--- config.mk ---
export PLATFORM = sky130hd
export DESIGN_NAME = websocket_frame_deframer
export DESIGN_NICKNAME = d
export VERILOG_FILES = /design/src/sv/wsdf_pkg.sv /design/src/sv/websocket_frame_deframer.sv
export SDC_FILE = /design/constraint.sdc
export NUM_CORES = 1
export LEC_CHECK = 0
export ABC_AREA = 1
export BUFFER_PORTS_ARGS = -buffer_cell sky130_fd_sc_hd__buf_2
export CORE_UTILIZATION = 29
export DETAILED_ROUTE_END_ITERATION = 12
export GPL_TIMING_DRIVEN = 0
export PLACE_DENSITY_LB_ADDON = 0.2
export SYNTH_ARGS = -nofsm -noshare
export SYNTH_HDL_FRONTEND = slang
export SYNTH_SLANG_ARGS = --single-unit
--- constraint.sdc ---
create_clock -name clock -period 5.6 [get_ports clock]
set_input_delay 0.28 -clock clock [delete_from_list [all_inputs] [get_ports clock]]
set_output_delay 0.28 -clock clock [all_outputs]
set_load 0.05 [all_outputs]
--- src/sv/wsdf_pkg.sv ---
// ----------------------------------------------------------------------------
// WebSocket frame deframer package
// Shared types and constants for the deframer and its checker.
// ----------------------------------------------------------------------------
package wsdf_pkg;

   // parse position within a frame
   typedef enum logic [2:0] {
      PH_HDR0,
      PH_HDR1,
      PH_EXT,
      PH_KEY,
      PH_PAY
   } phase_type;

   // per-byte result code
   typedef enum logic [2:0] {
      ST_HEADER,
      ST_PAYLOAD,
      ST_FRAG,
      ST_CLOSE,
      ST_LONG,
      ST_HALTED
   } status_type;

   localparam int          CSR_ADDR_W        = 3;
   localparam logic        CSR_IDX_MAX_PAY   = 1'b0;
   localparam logic [31:0] MAX_PAYLOAD_RESET = 32'd4096;

   localparam logic [3:0]  OPC_CLOSE   = 4'h8;
   localparam logic [6:0]  LEN7_EXT16  = 7'd126;
   localparam logic [6:0]  LEN7_EXT64  = 7'd127;
   localparam logic [3:0]  EXT16_BYTES = 4'd2;
   localparam logic [3:0]  EXT64_BYTES = 4'd8;
   localparam logic [2:0]  KEY_BYTES   = 3'd4;

endpackage

--- src/sv/websocket_frame_deframer.sv ---
// ----------------------------------------------------------------------------
// WebSocket frame deframer
// Parses a received byte stream into header and unmasked payload bytes.
// ----------------------------------------------------------------------------
// The block returns exactly one result per byte from a single result register,
// loaded on the transfer; a new byte is taken in every cycle in which that
// register is empty or is being drained, so with rsp_ready held high the
// sustained rate is one stream byte per clock. Each byte is decoded
// by the parse state (header, extended length, mask key, payload) in the same
// cycle it is taken; payload bytes leave XORed with the mask key. A
// fragmented frame, a close frame or a payload longer than max_payload_bytes
// (CSR at address 0) reports an error once, after which every byte reports
// halted until reset.
module websocket_frame_deframer (
   input  logic        clock,
   input  logic        reset,
   // stream in
   input  logic        req_valid,
   output logic        req_ready,
   input  logic [7:0]  req_in_byte,
   // results out
   output logic        rsp_valid,
   input  logic        rsp_ready,
   output logic [7:0]  rsp_out_byte,
   output logic [2:0]  rsp_status,
   output logic        rsp_frame_last,
   output logic [3:0]  rsp_frame_opcode,
   // configuration
   input  logic                            psel,
   input  logic                            penable,
   input  logic                            pwrite,
   input  logic [wsdf_pkg::CSR_ADDR_W-1:0] paddr,
   input  logic [31:0]                     pwdata,
   output logic [31:0]                     prdata,
   output logic                            pready
);

   // configuration
   logic [31:0] max_pay_ff;
   logic        csr_hit;

   // parse state
   wsdf_pkg::phase_type phase_ff, phase_in;
   logic [7:0]  hdr_first_ff, hdr_first_in;
   logic [3:0]  ext_left_ff, ext_left_in;
   logic [63:0] length_ff, length_in;
   logic        mask_present_ff, mask_present_in;
   logic [31:0] mask_key_ff, mask_key_in;
   logic [2:0]  key_left_ff, key_left_in;
   logic [63:0] pay_left_ff, pay_left_in;
   logic [1:0]  mask_idx_ff, mask_idx_in;
   logic        halted_ff, halted_in;

   // result register
   logic                 rsp_valid_ff, rsp_valid_in;
   logic [7:0]           out_byte_ff, out_byte_in;
   wsdf_pkg::status_type status_ff, status_in;
   logic                 last_ff, last_in;
   logic [3:0]           opcode_ff;

   // shared decode
   logic        req_fire;
   logic [6:0]  len7;
   logic        err_frag, err_close;
   logic [3:0]  ext_left_adv;
   logic [2:0]  key_left_adv;
   logic [63:0] length_adv;
   logic        mask_present_adv;
   logic        hdr_step, hdr_more, too_long, len_zero, pay_end;
   logic [7:0]  key_byte;

   assign req_fire  = req_valid & req_ready;
   assign req_ready = ~reset & (~rsp_valid_ff | rsp_ready);

   // ---- configuration port ----
   assign pready  = 1'b1;
   assign csr_hit = (paddr[2] == wsdf_pkg::CSR_IDX_MAX_PAY);
   assign prdata  = csr_hit ? max_pay_ff : 32'd0;

   always_ff @(posedge clock) begin
      if (reset) begin
         max_pay_ff <= wsdf_pkg::MAX_PAYLOAD_RESET;
      end else if (psel && penable && pwrite && pready && csr_hit) begin
         max_pay_ff <= pwdata;
      end
   end

   // ---- header field advance for the current byte ----
   assign len7      = req_in_byte[6:0];
   assign err_frag  = ~hdr_first_ff[7];
   assign err_close = (hdr_first_ff[3:0] == wsdf_pkg::OPC_CLOSE);

   always_comb begin
      ext_left_adv     = ext_left_ff;
      key_left_adv     = key_left_ff;
      length_adv       = length_ff;
      mask_present_adv = mask_present_ff;
      unique case (phase_ff)
         wsdf_pkg::PH_HDR1: begin
            mask_present_adv = req_in_byte[7];
            key_left_adv     = req_in_byte[7] ? wsdf_pkg::KEY_BYTES : 3'd0;
            length_adv       = 64'd0;
            if (len7 == wsdf_pkg::LEN7_EXT16) begin
               ext_left_adv = wsdf_pkg::EXT16_BYTES;
            end else if (len7 == wsdf_pkg::LEN7_EXT64) begin
               ext_left_adv = wsdf_pkg::EXT64_BYTES;
            end else begin
               ext_left_adv = 4'd0;
               length_adv   = {57'd0, len7};
            end
         end
         wsdf_pkg::PH_EXT: begin
            length_adv   = {length_ff[55:0], req_in_byte};
            ext_left_adv = ext_left_ff - 4'd1;
         end
         wsdf_pkg::PH_KEY: begin
            key_left_adv = key_left_ff - 3'd1;
         end
         default: ;
      endcase
   end

   assign hdr_step = ((phase_ff == wsdf_pkg::PH_HDR1) && !err_frag && !err_close)
                   || (phase_ff == wsdf_pkg::PH_EXT) || (phase_ff == wsdf_pkg::PH_KEY);
   assign hdr_more = (ext_left_adv != 4'd0) || (mask_present_adv && (key_left_adv != 3'd0));
   assign too_long = (length_adv[63:32] != 32'd0) || (length_adv[31:0] > max_pay_ff);
   assign len_zero = (length_adv == 64'd0);
   assign pay_end  = (pay_left_ff == 64'd1);

   always_comb begin
      unique case (mask_idx_ff)
         2'd0:    key_byte = mask_key_ff[31:24];
         2'd1:    key_byte = mask_key_ff[23:16];
         2'd2:    key_byte = mask_key_ff[15:8];
         default: key_byte = mask_key_ff[7:0];
      endcase
      if (!mask_present_ff) begin
         key_byte = 8'd0;
      end
   end

   // ---- next state ----
   always_comb begin
      phase_in        = phase_ff;
      hdr_first_in    = hdr_first_ff;
      ext_left_in     = ext_left_ff;
      length_in       = length_ff;
      mask_present_in = mask_present_ff;
      mask_key_in     = mask_key_ff;
      key_left_in     = key_left_ff;
      pay_left_in     = pay_left_ff;
      mask_idx_in     = mask_idx_ff;
      halted_in       = halted_ff;
      if (!halted_ff) begin
         if (hdr_step) begin
            ext_left_in     = ext_left_adv;
            key_left_in     = key_left_adv;
            length_in       = length_adv;
            mask_present_in = mask_present_adv;
            if (phase_ff == wsdf_pkg::PH_HDR1) begin
               mask_key_in = 32'd0;
            end else if (phase_ff == wsdf_pkg::PH_KEY) begin
               mask_key_in = {mask_key_ff[23:0], req_in_byte};
            end
            priority if (hdr_more) begin
               phase_in = (ext_left_adv != 4'd0) ? wsdf_pkg::PH_EXT : wsdf_pkg::PH_KEY;
            end else if (too_long) begin
               halted_in = 1'b1;
               phase_in  = wsdf_pkg::PH_HDR0;
            end else if (len_zero) begin
               phase_in = wsdf_pkg::PH_HDR0;
            end else begin
               pay_left_in = length_adv;
               mask_idx_in = 2'd0;
               phase_in    = wsdf_pkg::PH_PAY;
            end
         end else begin
            unique case (phase_ff)
               wsdf_pkg::PH_HDR0: begin
                  hdr_first_in = req_in_byte;
                  phase_in     = wsdf_pkg::PH_HDR1;
               end
               wsdf_pkg::PH_PAY: begin
                  mask_idx_in = mask_idx_ff + 2'd1;
                  pay_left_in = pay_left_ff - 64'd1;
                  if (pay_end) begin
                     phase_in = wsdf_pkg::PH_HDR0;
                  end
               end
               default: begin
                  // second header byte with a fragment or close error
                  halted_in = 1'b1;
                  phase_in  = wsdf_pkg::PH_HDR0;
               end
            endcase
         end
      end
   end

   // ---- result for the current byte ----
   always_comb begin
      out_byte_in = 8'd0;
      status_in   = wsdf_pkg::ST_HEADER;
      last_in     = 1'b0;
      if (halted_ff) begin
         status_in = wsdf_pkg::ST_HALTED;
      end else if (hdr_step) begin
         priority if (hdr_more) begin
            status_in = wsdf_pkg::ST_HEADER;
         end else if (too_long) begin
            status_in = wsdf_pkg::ST_LONG;
         end else begin
            last_in = len_zero;
         end
      end else begin
         unique case (phase_ff)
            wsdf_pkg::PH_HDR0: status_in = wsdf_pkg::ST_HEADER;
            wsdf_pkg::PH_PAY: begin
               status_in   = wsdf_pkg::ST_PAYLOAD;
               out_byte_in = req_in_byte ^ key_byte;
               last_in     = pay_end;
            end
            default: begin
               status_in = err_frag ? wsdf_pkg::ST_FRAG : wsdf_pkg::ST_CLOSE;
            end
         endcase
      end
   end

   assign rsp_valid_in = req_fire | (rsp_valid_ff & ~rsp_ready);

   // ---- registers ----
   always_ff @(posedge clock) begin
      if (reset) begin
         phase_ff        <= wsdf_pkg::PH_HDR0;
         hdr_first_ff    <= 8'd0;
         ext_left_ff     <= 4'd0;
         length_ff       <= 64'd0;
         mask_present_ff <= 1'b0;
         mask_key_ff     <= 32'd0;
         key_left_ff     <= 3'd0;
         pay_left_ff     <= 64'd0;
         mask_idx_ff     <= 2'd0;
         halted_ff       <= 1'b0;
         rsp_valid_ff    <= 1'b0;
      end else begin
         rsp_valid_ff <= rsp_valid_in;
         if (req_fire) begin
            phase_ff        <= phase_in;
            hdr_first_ff    <= hdr_first_in;
            ext_left_ff     <= ext_left_in;
            length_ff       <= length_in;
            mask_present_ff <= mask_present_in;
            mask_key_ff     <= mask_key_in;
            key_left_ff     <= key_left_in;
            pay_left_ff     <= pay_left_in;
            mask_idx_ff     <= mask_idx_in;
            halted_ff       <= halted_in;
         end
      end
   end

   // load the result on transfer; hold while stalled
   always_ff @(posedge clock) begin
      if (req_fire) begin
         out_byte_ff <= out_byte_in;
         status_ff   <= status_in;
         last_ff     <= last_in;
         opcode_ff   <= hdr_first_in[3:0];
      end
   end

   assign rsp_valid        = rsp_valid_ff;
   assign rsp_out_byte     = out_byte_ff;
   assign rsp_status       = status_ff;
   assign rsp_frame_last   = last_ff;
   assign rsp_frame_opcode = opcode_ff;

endmodule

* After elaboration in Yosys (flattened, before gate mapping)
Cells that the tools add are included.
Storage, ports and cells: register bits 231, input port bits 50, output and inout port bits 51, word-level logic and storage cells 123
Cells by class: $add $sub $neg 4, magnitude comparators 1, equal/unequal tests 14, multiplexer cells 48, bitwise logic cells 13, reduce and logical (&&, ||, !) cells 26
Operators with widths (number):
- two-way mux 64 bit | 5
- case mux 64 bit (2 select lines) | 1
- two-way mux 32 bit | 3
- == test 64 x 1 -> 1 bit (second input constant) | 1
- zero test 64 bit | 1
- subtractor 64 x 1 -> 64 bit (second input constant) | 1
- > comparator 32 bit | 1
- nonzero test 32 bit | 1
- two-way mux 3 bit | 9
- case mux 8 bit (3 select lines) | 1
- two-way mux 4 bit | 5
- == test 7 bit (second input constant) | 2
- two-way mux 7 bit | 2
- two-way mux 1 bit | 12
- case mux 3 bit (2 select lines) | 2
- two-way mux 2 bit | 5
- two-way mux 8 bit | 1
- case mux 4 bit (2 select lines) | 1
- AND reduction 4 bit | 2
- XOR 8 bit | 1
- NOT 1 bit | 7
- == test 3 x 2 -> 1 bit (second input constant) | 2
- logical AND 1 bit | 6
- != test 2 bit (second input constant) | 3
- 23 further kinds | 31

* Depth between registers and ports, before layout
Gate-level depths: netlist of run 1.
depth after elaboration 10, gate-level depth with buffers 26, mapped depth without buffers 24

* Worst setup path after synthesis of run 1
Ideal clock, no wire load.
path type register -> register, start point reg phase_ff[1], end point reg pay_left_ff[40], setup time 0.113 ns, arrival 2.816 ns, required time 5.487 ns, setup slack 2.672 ns, stages on the path, launching flop included 21, buffers on the path 5, clock period less this slack 2.928 ns, cell sequence dfxtp_1 > buf_4 > nand3_4 > buf_6 > buf_2 > nand3_1 > nand2_1 > ha_1 > nand2_1 > nor2_1 > nor3b_1 > nor3b_1 > nand4_1 > nand2_1 > nand2_1 > nand2_2 > nand3_2 > buf_6 > buf_2 > nor2_1 > nor2_1
On the way: elaborated cells on any way between the ends 29, those cells by class order compare: 1; eq/ne: 7; mux: 8; reduce/logical: 13
RTL lines:
- from (decl) | line websocket_frame_deframer.sv:43 | wsdf_pkg::phase_type phase_ff, phase_in;
- from (signal assigned) | line websocket_frame_deframer.sv:235 | phase_ff <= wsdf_pkg::PH_HDR0;
- from (signal assigned) | line websocket_frame_deframer.sv:249 | phase_ff <= phase_in;
- == test 3 x 2 -> 1 bit / == test 3 x 1 -> 1 bit (equally long branches) | line websocket_frame_deframer.sv:98 | unique case (phase_ff)
- case mux 64 bit (2 select lines) (*) | line websocket_frame_deframer.sv:98
- via length_adv[31] | line websocket_frame_deframer.sv:67 | logic [63:0] length_adv;
- > comparator 32 bit | line websocket_frame_deframer.sv:126 | assign too_long = (length_adv[63:32] != 32'd0) || (length_adv[31:0] > max_pay_ff);
- logical OR 1 bit | line websocket_frame_deframer.sv:126
- != test 2 bit (no line)
- AND reduction 6 bit (no line) (*)
- to (signal assigned) | line websocket_frame_deframer.sv:256 | pay_left_ff <= pay_left_in;
- to (decl) | line websocket_frame_deframer.sv:50 | logic [63:0] pay_left_ff, pay_left_in;
Mark *: on every way through the listed nets, which the timed path passes. The rest lies on a longest branch. The select of a mux whose other input is x is not followed. A chain may end at the register's enable or synchronous reset.

* Worst setup path after layout of run 1
start point reg phase_ff[1], end point reg mask_idx_ff[0]
On the way: elaborated cells on any way between the ends 26, those cells by class order compare: 1; eq/ne: 7; mux: 5; reduce/logical: 13
RTL lines:
- == test 3 x 2 -> 1 bit / == test 3 x 1 -> 1 bit (equally long branches) | line websocket_frame_deframer.sv:98
- case mux 64 bit (2 select lines) (*) | line websocket_frame_deframer.sv:98
- via length_adv[31] | line websocket_frame_deframer.sv:67
- > comparator 32 bit | line websocket_frame_deframer.sv:126
- logical OR 1 bit | line websocket_frame_deframer.sv:126
- != test 2 bit (no line)
- AND reduction 6 bit (no line) (*)
- to (signal assigned) | line websocket_frame_deframer.sv:257 | mask_idx_ff <= mask_idx_in;
- to (decl) | line websocket_frame_deframer.sv:51 | logic [1:0] mask_idx_ff, mask_idx_in;
Mark *: on every way through the listed nets, which the timed path passes. The rest lies on a longest branch.

==> summary.txt, run 1 <==
Setup path
  – Max Fanout on Critical Path: 10
  – Worst reg2reg path depth: 19
  – Worst R2R End: mask_idx_ff[0]$_SDFFE_PP0P_
  – Startpoint Class: flip-flop
  – Data arrival, critical path: 5.08 ns
  – Crit. End Element: flip-flop
  – WS Path Type: reg -> reg
  – WP data required: 6.07 ns
  – R2R Path Start: phase_ff[1]$_SDFFE_PP0P_
  – R2R setup slack: 0.98 ns

Synthesis
  – Largest cells by area after synthesis: dfxtp_1 31%, nand2_1 14%, nor2_1 10%
  – Gate Count Post-Synth: 2150
  – Syn Nets: 2240
  – Async SR Flop Fraction: 0%
  – Area leader, netlist: dfxtp_1
  – Most frequent cell after synthesis: nand2_1
  – Ys Warns: 0
  – Seq/Total Area, Yosys: 34.7%
  – Synth Flop Type: dfxtp_1
  – Syn avg cell area: 6.32 um2
  – Synth unique cells: 42
  – Synth cell count leaders: 519 x nand2_1, 366 x nor2_1, 212 x dfxtp_1
  – Yosys top cell area share: 31.2%
  – Synthesized area: 13600 um2
  – EDFF count, synth: 16
  – #FFs+latches synth: 228

Power
  – Power, Total: 4.17 mW
  – Pwr per Cell Area: 260 nW/um2
  – Peak supply drop: 0.213 mV
  – Leak Pwr: 7.58 nW

Min path
  – Hold Path End: max_pay_ff[20]$_SDFFE_PP0P_
  – Hold Path Class: in -> reg
  – Hold Path Stages: 3
  – HP Start: pwdata[20]

CTS
  – Clock H-tree levels: 1
  – CTS tree: done
  – CTS Sinks: 228
  – Root Buffer Master: clkbuf_16
  – Post-CTS Setup Bufs: 0
  – CTS Buffer Depth: 3
  – Cts repair resizes: 0
  – Worst-path clk slew: 0.06 ns
  – Clock latency on the worst-skew pair: 0.58 ns
  – Hold Buf Count CTS: 28
  – CTS Buf Count: 29

Drt
  – WL per Instance: 18.7 um
  – Detailed Route Iter0 Violations: 1501
  – WL final: 54600 um
  – Residual DRC: 0
  – Routed vias: 14890
  – Vias per cell: 5.09
  – Post-route ant nets: 0
  – Drt first pass iters: 5

Timing
  – Fin Setup TNS: 0 ns
  – Final WS setup: 0.985 ns
  – Setup-failing EPs final: 0
  – Hold Fails Final Rpt: 0
  – Unrepaired setup endpoints after global routing: no
  – Post-route minimum period: 4.62 ns
  – Final period utilization: 82.4%
  – Slew @ Worst Pin: 1.02 ns
  – Worst slew margin: 32.0%
  – Fmax: 217 MHz
  – Clock Skew: 0.0226 ns
  – Slew Viols, Final: 0

Global routing
  – Pin count of the biggest net entering global routing: 17
  – Antenna violations before repair: 2
  – Overflow after GRT: 0
  – GRT Overall Usage: 22.9%
  – Vias in the first global route: 13975
  – First-pass GRT wire length: 84000 um

Die
  – Height of the die: 219 um
  – DIE WIDTH: 219 um
  – Total core area: 45800 um2
  – Initial Util: 29.7%
  – Row count: 78
  – I/O pin count: 101
  – Die Area: 47800 um2

Cells and area
  – Synthesis-to-finish area growth: 18.1%
  – Fillers: 5060
  – Nets: 2395
  – Layout cells sized above 1: 8.55%
  – Number of inserted diodes: 0

Status
  – Outcome: complete, no violations

Place
  – Routability-driven placement congestion ratio: 0.952
  – IO buf count: 96
  – Post-place setup slack: 1.10 ns
  – DP Wirelength: 41900 um

Flow run
  – Max_cap viols: 0
how the worst max path moves through the flow:
| stage | endpoint | from | slack [ns] | cells after the start |
|---|---|---|---|---|
| 2_1_floorplan | pay_left_ff[40]$_SDFFE_PP0P_ | phase_ff[1]$_SDFFE_PP0P_ | 2.67 | 20 |
| 3_3_place_gp | mask_idx_ff[0]$_SDFFE_PP0P_ | phase_ff[1]$_SDFFE_PP0P_ | 1.06 | 19 |
| 3_5_place_dp | mask_idx_ff[0]$_SDFFE_PP0P_ | phase_ff[1]$_SDFFE_PP0P_ | 1.10 | 19 |
| 4_1_cts | mask_idx_ff[0]$_SDFFE_PP0P_ | phase_ff[1]$_SDFFE_PP0P_ | 1.07 | 19 |
| 5_1_grt | mask_idx_ff[0]$_SDFFE_PP0P_ | phase_ff[1]$_SDFFE_PP0P_ | 0.61 | 19 |
| 6_report | mask_idx_ff[0]$_SDFFE_PP0P_ | phase_ff[1]$_SDFFE_PP0P_ | 0.98 | 19 |
stage by stage:
stage          instances  hold slack [ns]  instance area, um2  utilization (%)
6_report            2928           0.0149               16100             35.1
2_1_floorplan       2150            0.397               13600                -
3_5_place_dp        2846            0.449               14800             32.4
4_1_cts             2928          0.00290               16100             35.1
3_3_place_gp        2846            0.443               14800             32.4
5_1_grt             2928           0.0310               16100             35.1
critical path, stage by stage, from the launching register on:
cell,delay (ns)
dfxtp_1,0.33
buf_4,0.19
nand3_4,0.13
buf_6,0.18
buf_2,0.22
nand3_1,0.12
nand2_1,0.22
ha_1,0.38
nand2_1,0.07
nor2_1,0.13
nor3b_1,0.39
nor3b_1,0.43
nand4_1,0.13
nand2_1,0.16
nand2_1,0.19
nand2_2,0.21
clkbuf_1,0.64
nand4_1,0.23
nand2_1,0.11
nor2_1,0.05
cell type report:
| type | instances | area, um2 | share of cell area (%) |
|---|---|---|---|
| clock inverter | 9 | 57.6 | 0.358 |
| inverter | 220 | 826 | 5.14 |
| multi-input combinational | 1590 | 7530 | 46.9 |
| sequential | 228 | 4720 | 29.4 |
| buffer | 112 | 514 | 3.20 |
| timing repair buffer | 124 | 761 | 4.74 |
| tap | 600 | 751 | 4.67 |
| clock buffer | 45 | 896 | 5.58 |
power by group:
group | leakage, nW | internal [mW] | switching (mW) | total [mW]
combinational | 5.24 | 0.185 | 0.419 | 0.604
sequential | 1.86 | 1.67 | 0.0135 | 1.68
clock | 0.477 | 1.10 | 0.793 | 1.89
cell usage in the layout, fill, tap and decap left out, types with 2 or more instances in the layout:
cell type,Yosys,layout
a211oi_1,11,11
a21oi_1,139,139
a31o_2,5,5
a31oi_1,58,58
buf_1,8,8
buf_2,18,114
buf_4,3,3
buf_6,8,8
clkbuf_1,75,80
clkbuf_16,0,29
clkbuf_8,0,11
clkinv_1,3,3
clkinv_2,0,6
dfxtp_1,212,212
dlygate4sd3_1,0,28
edfxtp_1,16,16
ha_1,40,40
inv_1,204,204
inv_2,13,13
mux2i_1,2,2
nand2_1,519,519
nand3_1,106,106
nand3_4,2,2
nand4_1,49,49
nor2_1,366,366
nor3_1,20,20
nor3b_1,3,3
o211ai_1,2,2
o21ai_0,204,204
o21ai_1,14,14
o221ai_1,3,3
o22ai_1,8,8
o31ai_1,2,2
xor2_1,25,25
kinds of logic (layout without fill, tap and decap cells):
| family | Yosys count | in the layout | share of synthesized area (%) |
|---|---|---|---|
| other | 1 | 1 | 0.0276 |
| XOR/XNOR | 26 | 26 | 1.67 |
| AO/OA/AOI/OAI | 449 | 449 | 17.7 |
| buffers and inverters | 332 | 510 | 9.85 |
| flip-flops | 228 | 228 | 34.7 |
| AND/OR/NAND/NOR | 1072 | 1072 | 32.2 |
| adder cells (fa/ha/maj) | 40 | 40 | 3.68 |
| multiplexers | 2 | 2 | 0.147 |
metal layers:
metal	vias to the layer above	share of wire, %	global-route usage, %
met5	-	0	0
met4	0	3.3	7.37
met3	93	6.1	2.34
met2	538	44	35.8
met1	6900	47	32.5
li1	7359	-	-
state kept, by name, summed over array words and instances (netlist names):
| signal | cells |
|---|---|
| phase_ff | 3 |
| pay_left_ff | 64 |
| max_pay_ff | 32 |
| rsp_out_byte | 8 |
| rsp_valid | 1 |
| ext_left_ff | 4 |
| hdr_first_ff | 5 |
| rsp_frame_last | 1 |
| length_ff | 64 |
| mask_present_ff | 1 |
| mask_key_ff | 32 |
| rsp_frame_opcode | 4 |
| halted_ff | 1 |
| mask_idx_ff | 2 |
| key_left_ff | 3 |
| rsp_status | 3 |
Note: power is estimated with default switching activity, not from simulation.
==> run 2: changes to the inputs <==
==> constraint.sdc (replaced) <==
create_clock -name clock -period 3.92 [get_ports clock]
set_input_delay 0.196 -clock clock [delete_from_list [all_inputs] [get_ports clock]]
set_output_delay 0.196 -clock clock [all_outputs]
set_load 0.05 [all_outputs]
==> run 2 against run 1 <==
  * Die area is the same
  * Register-to-register slack lost 0.72 ns
  * Final cell count up 0.51%
  * Non-clock buffer count increased by 15
  * Flip-flop and latch count is the same
  * Fmax rose by 26%
  * Largest power group unchanged
  * Global-route usage rose by 0.065 points
  * Sequential share of layout area down 0.43 points
  * Critical path depth rose by 5
  * Highest routed layer unchanged
  * Clock power rose by 43%
  * Sequential power rose by 43%
==> summary.txt, run 2 (same netlist as run 1, synthesis figures left out) <==
Setup path
  – WS Path Type: reg -> reg
  – Worst R2R End: pay_left_ff[51]$_SDFFE_PP0P_
  – R2R Path Start: phase_ff[2]$_SDFFE_PP0P_
  – WP data required: 4.42 ns
  – Worst reg2reg path depth: 24
  – Max Fanout on Critical Path: 10
  – Startpoint Class: flip-flop
  – Crit. End Element: flip-flop
  – Data arrival, critical path: 4.16 ns
  – R2R setup slack: 0.26 ns

Drt
  – Routed vias: 14967
  – Vias per cell: 5.09
  – WL per Instance: 18.7 um
  – WL final: 54900 um
  – Post-route ant nets: 0
  – Drt first pass iters: 5
  – Residual DRC: 0
  – Detailed Route Iter0 Violations: 1397

Min path
  – Hold Path Stages: 3
  – Hold Path Class: in -> reg
  – Hold Path End: max_pay_ff[12]$_SDFFE_PP1P_
  – HP Start: penable

Flow run
  – Max_cap viols: 0

Place
  – IO buf count: 96
  – DP Wirelength: 41900 um
  – Dpl cells: 2846
  – Routability-driven placement congestion ratio: 0.952
  – Post-place setup slack: -0.577 ns

Die
  – Total core area: 45800 um2
  – I/O pin count: 101
  – Height of the die: 219 um
  – Row count: 78
  – DIE WIDTH: 219 um
  – Die Area: 47800 um2
  – Initial Util: 29.7%

Cells and area
  – Number of inserted diodes: 0
  – Final Util: 35.6%
  – Layout Cells excl Fill: 2943
  – Fillers: 5037
  – Synthesis-to-finish area growth: 19.9%
  – Top flop regs: length_ff x64, pay_left_ff x64
  – Area occupied by multi-input gates: 7600 um2
  – Commonest non-fill, non-tap cell in the layout: nand2_1
  – Nets: 2410
  – Commonest non-fill, non-tap cells in the layout: 512 x nand2_1, 364 x nor2_1, 211 x dfxtp_1
  – Layout cells sized above 1: 9.39%
  – Sequential cell area: 4730 um2

Global routing
  – Antenna violations before repair: 2
  – Overflow after GRT: 0
  – Vias in the first global route: 14011
  – First-pass GRT wire length: 84300 um
  – Pin count of the biggest net entering global routing: 20
  – GRT Overall Usage: 22.9%

CTS
  – CTS Buf Count: 29
  – CTS Sinks: 228
  – Clock H-tree levels: 1
  – Clock latency on the worst-skew pair: 0.58 ns
  – CTS tree: done
  – Root Buffer Master: clkbuf_16
  – CTS Buffer Depth: 3
  – Worst-path clk slew: 0.06 ns

Power
  – Leak Pwr: 7.68 nW
  – Peak supply drop: 0.308 mV
  – Pwr per Cell Area: 367 nW/um2

Timing
  – Post-route minimum period: 3.66 ns
  – Setup-failing EPs final: 0
  – Slew @ Worst Pin: 1.04 ns
  – Worst hold margin: 0.0384 ns
  – Clock Skew: 0.0262 ns
  – Slew Viols, Final: 0
  – Worst slew margin: 30.3%
  – Unrepaired setup endpoints after global routing: no
  – Final period utilization: 93.3%
  – Hold Fails Final Rpt: 0
  – Final WS setup: 0.262 ns
  – Fmax: 273 MHz

Status
  – Outcome: complete, no violations
## run 2: cell count changes in the layout (fill, tap and decap cells not counted), sizes merged
| cell | change |
|---|---|
| clkinvlp | +1 |
| dlygate4sd3 | +13 |
| clkbuf | +5 |
| buf | -3 |
| clkinv | -1 |
## run 2: area by class of cell
class / instances / area share (%)
buffer: 111 / 3.29
clock buffer: 45 / 5.49
clock inverter: 9 / 0.353
inverter: 220 / 5.09
multi-input combinational: 1590 / 46.6
sequential: 228 / 29.0
tap: 600 / 4.60
timing repair buffer: 140 / 5.60
## run 2: worst max path at each step
stage / start / end / slack (ns) / depth (start not counted)
finish: phase_ff[2]$_SDFFE_PP0P_ / pay_left_ff[51]$_SDFFE_PP0P_ / 0.26 / 24
global route: phase_ff[1]$_SDFFE_PP0P_ / pay_left_ff[56]$_SDFFE_PP0P_ / 0.0003 / 20
CTS: phase_ff[2]$_SDFFE_PP0P_ / pay_left_ff[46]$_SDFFE_PP0P_ / 0.02 / 24
detailed placement: phase_ff[1]$_SDFFE_PP0P_ / mask_idx_ff[0]$_SDFFE_PP0P_ / -0.58 / 19
global placement: phase_ff[1]$_SDFFE_PP0P_ / mask_idx_ff[0]$_SDFFE_PP0P_ / -0.62 / 19
floorplan: phase_ff[1]$_SDFFE_PP0P_ / pay_left_ff[40]$_SDFFE_PP0P_ / 0.99 / 20
## run 2: metal layers
layer | wire, um | up-vias | part of all wire [%] | track usage, %
li1 | - | 7376 | - | -
met1 | 25900 | 6985 | 47 | 32.6
met2 | 24000 | 520 | 44 | 36.0
met5 | 0 | - | 0 | 0
met4 | 1780 | 0 | 3.2 | 7.30
met3 | 3300 | 86 | 6.0 | 2.31
## run 2: critical path, stage by stage, from the launching register on
cell and delay (ns):
dfxtp_1 0.36, inv_2 0.10, nand3_4 0.16, clkinvlp_4 0.23
nand4_1 0.13, o21ai_0 0.16, nor2_1 0.21, inv_1 0.15
ha_1 0.32, a21oi_1 0.06, o21ai_0 0.22, nand2_1 0.08
nand2_1 0.08, nand2_1 0.05, nand2_1 0.06, nand2_1 0.04
nand2_1 0.09, nand2_2 0.09, nand2_2 0.15, nand2_4 0.10
nand3_2 0.13, buf_6 0.19, clkbuf_4 0.24, nor2_1 0.06
nor2_1 0.10
## run 2: what timing repair did
| action | in CTS | in global routing |
|---|---|---|
| pin swaps | 1 | 1 |
| cloned | 0 | 0 |
| endpoints found under the hold margin | 40 | 0 |
| buffers inserted | 1 | 2 |
| endpoints found under the setup margin | 66 | 66 |
| hold buffers | 41 | 0 |
| gates resized for setup | 11 | 21 |
## run 2: per-stage QoR
step                cell area, um2  power (mW)  TNS [ns]
floorplan                    13600        3.00         0
global placement             14800        3.27    -26.77
detailed placement           14800        3.27    -24.85
CTS                          16200        6.02         0
global route                 16300        6.23         0
finish                       16300        5.99         0
## run 2: where the power goes
group	internal (mW)	leakage [nW]	switching [mW]
Clock	1.57	0.477	1.13
Sequential	2.38	1.86	0.0194
Combinational	0.283	5.34	0.608
==> run 3: changes to the inputs <==
--- a/config.mk
+++ b/config.mk
@@ -6,11 +6,12 @@
 export NUM_CORES = 1
 export LEC_CHECK = 0
 export ABC_AREA = 1
-export BUFFER_PORTS_ARGS = -buffer_cell sky130_fd_sc_hd__buf_2
-export CORE_UTILIZATION = 29
+export CORE_UTILIZATION = 40
 export DETAILED_ROUTE_END_ITERATION = 12
+export DONT_BUFFER_PORTS = 1
 export GPL_TIMING_DRIVEN = 0
 export PLACE_DENSITY_LB_ADDON = 0.2
 export SYNTH_ARGS = -nofsm -noshare
 export SYNTH_HDL_FRONTEND = slang
 export SYNTH_SLANG_ARGS = --single-unit
+export TNS_END_PERCENT = 20
==> run 3 against run 2 <==
  * Routed wire length fell by 6.6%
  * Cell area fell by 4.0%
  * Critical path depth is 4 lower
  * Global-route usage up 6.0 points
  * Die area fell by 27%
  * Largest cell class unchanged
  * Largest power group unchanged
==> summary.txt, run 3 (same netlist as run 1, synthesis figures left out) <==
Global routing
  – First-pass GRT wire length: 79000 um
  – Pin count of the biggest net entering global routing: 17
  – GRT Overall Usage: 28.9%
  – Antenna violations before repair: 0
  – Overflow after GRT: 0
  – Vias in the first global route: 13597

Power
  – P_int: 4.26 mW
  – Logic pwr share: 13.8%
  – Peak supply drop: 0.346 mV
  – Switching power: 1.68 mW
  – Clock power frac: 45.4%
  – Pwr per Cell Area: 379 nW/um2
  – Leak Pwr: 7.26 nW
  – Switching share of power: 28.3%
  – Sequential power share: 40.9%

Place
  – Routability-driven placement congestion ratio: 0.972
  – Dpl cells: 2598
  – Cell Area, Placed: 14200 um2
  – DP Wirelength: 38400 um
  – IO buf count: 0

Setup path
  – WP data required: 4.36 ns
  – R2R setup slack: 0.25 ns
  – CP Cell Sequence: buf_4, nand3_4, inv_2, buf_2, nand2_1, nand2_1, ha_1, nand2_1, o21ai_0, nand2_1, o211ai_1, a21oi_1, nand2_1, nand2_2, nand2_2, nand2_4, clkbuf_2, nand4_1, nand2_1, nor2_1
  – R2R Path Start: phase_ff[1]$_SDFFE_PP0P_
  – Crit. End Element: flip-flop
  – CP peak stage delay: 0.33 ns
  – Cell mode on critical path: nand2_1
  – Startpoint Class: flip-flop
  – WP depth: 20
  – Max Fanout on Critical Path: 10
  – Worst reg2reg path depth: 20
  – Worst R2R End: pay_left_ff[47]$_SDFFE_PP0P_
  – Worst Setup EP: pay_left_ff[47]$_SDFFE_PP0P_
  – CP top delay family: simple AND/OR/NAND/NOR gates
  – WS Path Type: reg -> reg
  – Data arrival, critical path: 4.11 ns
  – Slowest-stage cell, CP: dfxtp_1
  – CP Launch Point: phase_ff[1]$_SDFFE_PP0P_
  – Worst Path Buf+Inv: 4

Status
  – Outcome: complete, no violations

Drt
  – Detailed Route Iter0 Violations: 1504
  – Vias per cell: 5.51
  – WL final: 51300 um
  – Routed vias: 14856
  – Post-route ant nets: 0
  – Drt first pass iters: 6
  – WL per Instance: 19.0 um
  – Residual DRC: 0

Timing
  – Slew Viols, Final: 0
  – Worst hold margin: 0.0314 ns
  – Fmax: 272 MHz
  – Unrepaired setup endpoints after global routing: no
  – Slew @ Worst Pin: 0.967 ns
  – Setup-failing EPs final: 0
  – Post-route minimum period: 3.67 ns
  – Hold Fails Final Rpt: 0
  – Fin Setup TNS: 0 ns
  – Clock Skew: 0.0183 ns
  – Worst slew margin: 35.5%
  – Final period utilization: 93.7%

Cells and area
  – Nets: 2320
  – Post-route cell area: 15700 um2
  – Commonest non-fill, non-tap cells in the layout: 514 x nand2_1, 364 x nor2_1, 211 x dfxtp_1
  – Layout cells sized above 1: 5.29%
  – Layout Cells excl Fill: 2697
  – Synthesis-to-finish area growth: 15.2%
  – Fillers: 3478
  – Commonest non-fill, non-tap cell in the layout: nand2_1
  – Area occupied by multi-input gates: 7590 um2
  – Number of inserted diodes: 0
  – Top flop regs: length_ff x64, pay_left_ff x64
  – Sequential cell area: 4730 um2

Die
  – Initial Util: 40.7%
  – Height of the die: 186 um
  – Row count: 67
  – DIE WIDTH: 186 um
  – Die Area: 34700 um2
  – Total core area: 33400 um2
  – I/O pin count: 101

CTS
  – CTS tree: done
  – Clock latency on the worst-skew pair: 0.56 ns
  – CTS Buffer Depth: 3
  – Root Buffer Master: clkbuf_16
  – CTS Buf Count: 28
  – Clock H-tree levels: 1
  – Worst-path clk slew: 0.06 ns
  – CTS Sinks: 228

Flow run
  – Max_cap viols: 0

Min path
  – Hold Path Class: in -> reg
==> run 3: changes by cell type in the layout (fill, tap and decap cells not counted), moves of 3 or more <==
| cell | delta |
|---|---|
| clkbuf_8 | -7 |
| nand2_2 | -3 |
| clkinv_2 | -3 |
| buf_2 | -92 |
| clkbuf_4 | -4 |
| dlygate4sd3_1 | +3 |
| buf_4 | +4 |
| bufinv_16 | +3 |
==> run 3: how the worst min path moves through the flow <==
stage                                          to           start  slack, ns  cells after the start
finish              rsp_out_byte[7]$_SDFFCE_PP0P_  req_in_byte[7]       0.03                      2
global route        rsp_out_byte[1]$_SDFFCE_PP0P_  req_in_byte[1]       0.05                      2
CTS                 rsp_out_byte[7]$_SDFFCE_PP0P_  req_in_byte[7]       0.02                      2
detailed placement           rsp_valid$_SDFF_PP0_       req_valid       0.34                      2
global placement             rsp_valid$_SDFF_PP0_       req_valid       0.32                      2
floorplan                    rsp_valid$_SDFF_PP0_       req_valid       0.31                      2
==> run 3: power groups by stage <==
stage	registers (mW)	clock network, mW	logic (mW)
3_5_place_dp	2.48	0	0.739
5_1_grt	2.43	2.82	0.904
6_report	2.43	2.70	0.818
4_1_cts	2.43	2.73	0.787
3_3_place_gp	2.48	0	0.731
2_1_floorplan	2.47	0	0.532
==> run 3: final cells by class <==
type	count	area share, %
plain buffers	112	3.37
clock buffers	38	5.10
clock inverters	11	0.895
inverters	220	5.30
multi-input cells	1590	48.5
flip-flops and latches	228	30.2
well taps	448	3.58
repair buffers	50	3.10
==> run 3: layer usage <==
| metal | part of all wire (%) | track usage [%] | routed length [um] |
|---|---|---|---|
| met1 | 44 | 39.8 | 22700 |
| met2 | 43 | 45.2 | 22100 |
| met3 | 8.3 | 4.29 | 4240 |
| met4 | 4.4 | 11.8 | 2260 |
| met5 | 0 | 0 | 0 |
==> run 3: metrics by stage <==
step,power [mW],util (%),worst slack (ns)
6_report,5.94,46.8,0.246
4_1_cts,5.94,46.5,0.0103
2_1_floorplan,3.00,-,0.992
5_1_grt,6.16,46.8,0.00491
3_3_place_gp,3.21,42.3,-0.468
3_5_place_dp,3.22,42.3,-0.489
==> run 3: worst register-to-register path: stages (launching register included) <==
cell	delay [ns]
dfxtp_1	0.33
buf_4	0.19
nand3_4	0.13
inv_2	0.13
buf_2	0.26
nand2_1	0.13
nand2_1	0.28
ha_1	0.30
nand2_1	0.12
o21ai_0	0.11
nand2_1	0.06
o211ai_1	0.09
a21oi_1	0.24
nand2_1	0.10
nand2_2	0.12
nand2_2	0.15
nand2_4	0.13
clkbuf_2	0.33
nand4_1	0.20
nand2_1	0.12
nor2_1	0.04
==> run 3: what timing repair did <==
item	CTS	global route
endpoints found under the setup margin	66	73
resized for setup	9	15
pin swaps	0	2
cloned	0	0
buffers inserted	0	6
hold buffers	44	0
endpoints found under the hold margin	54	0
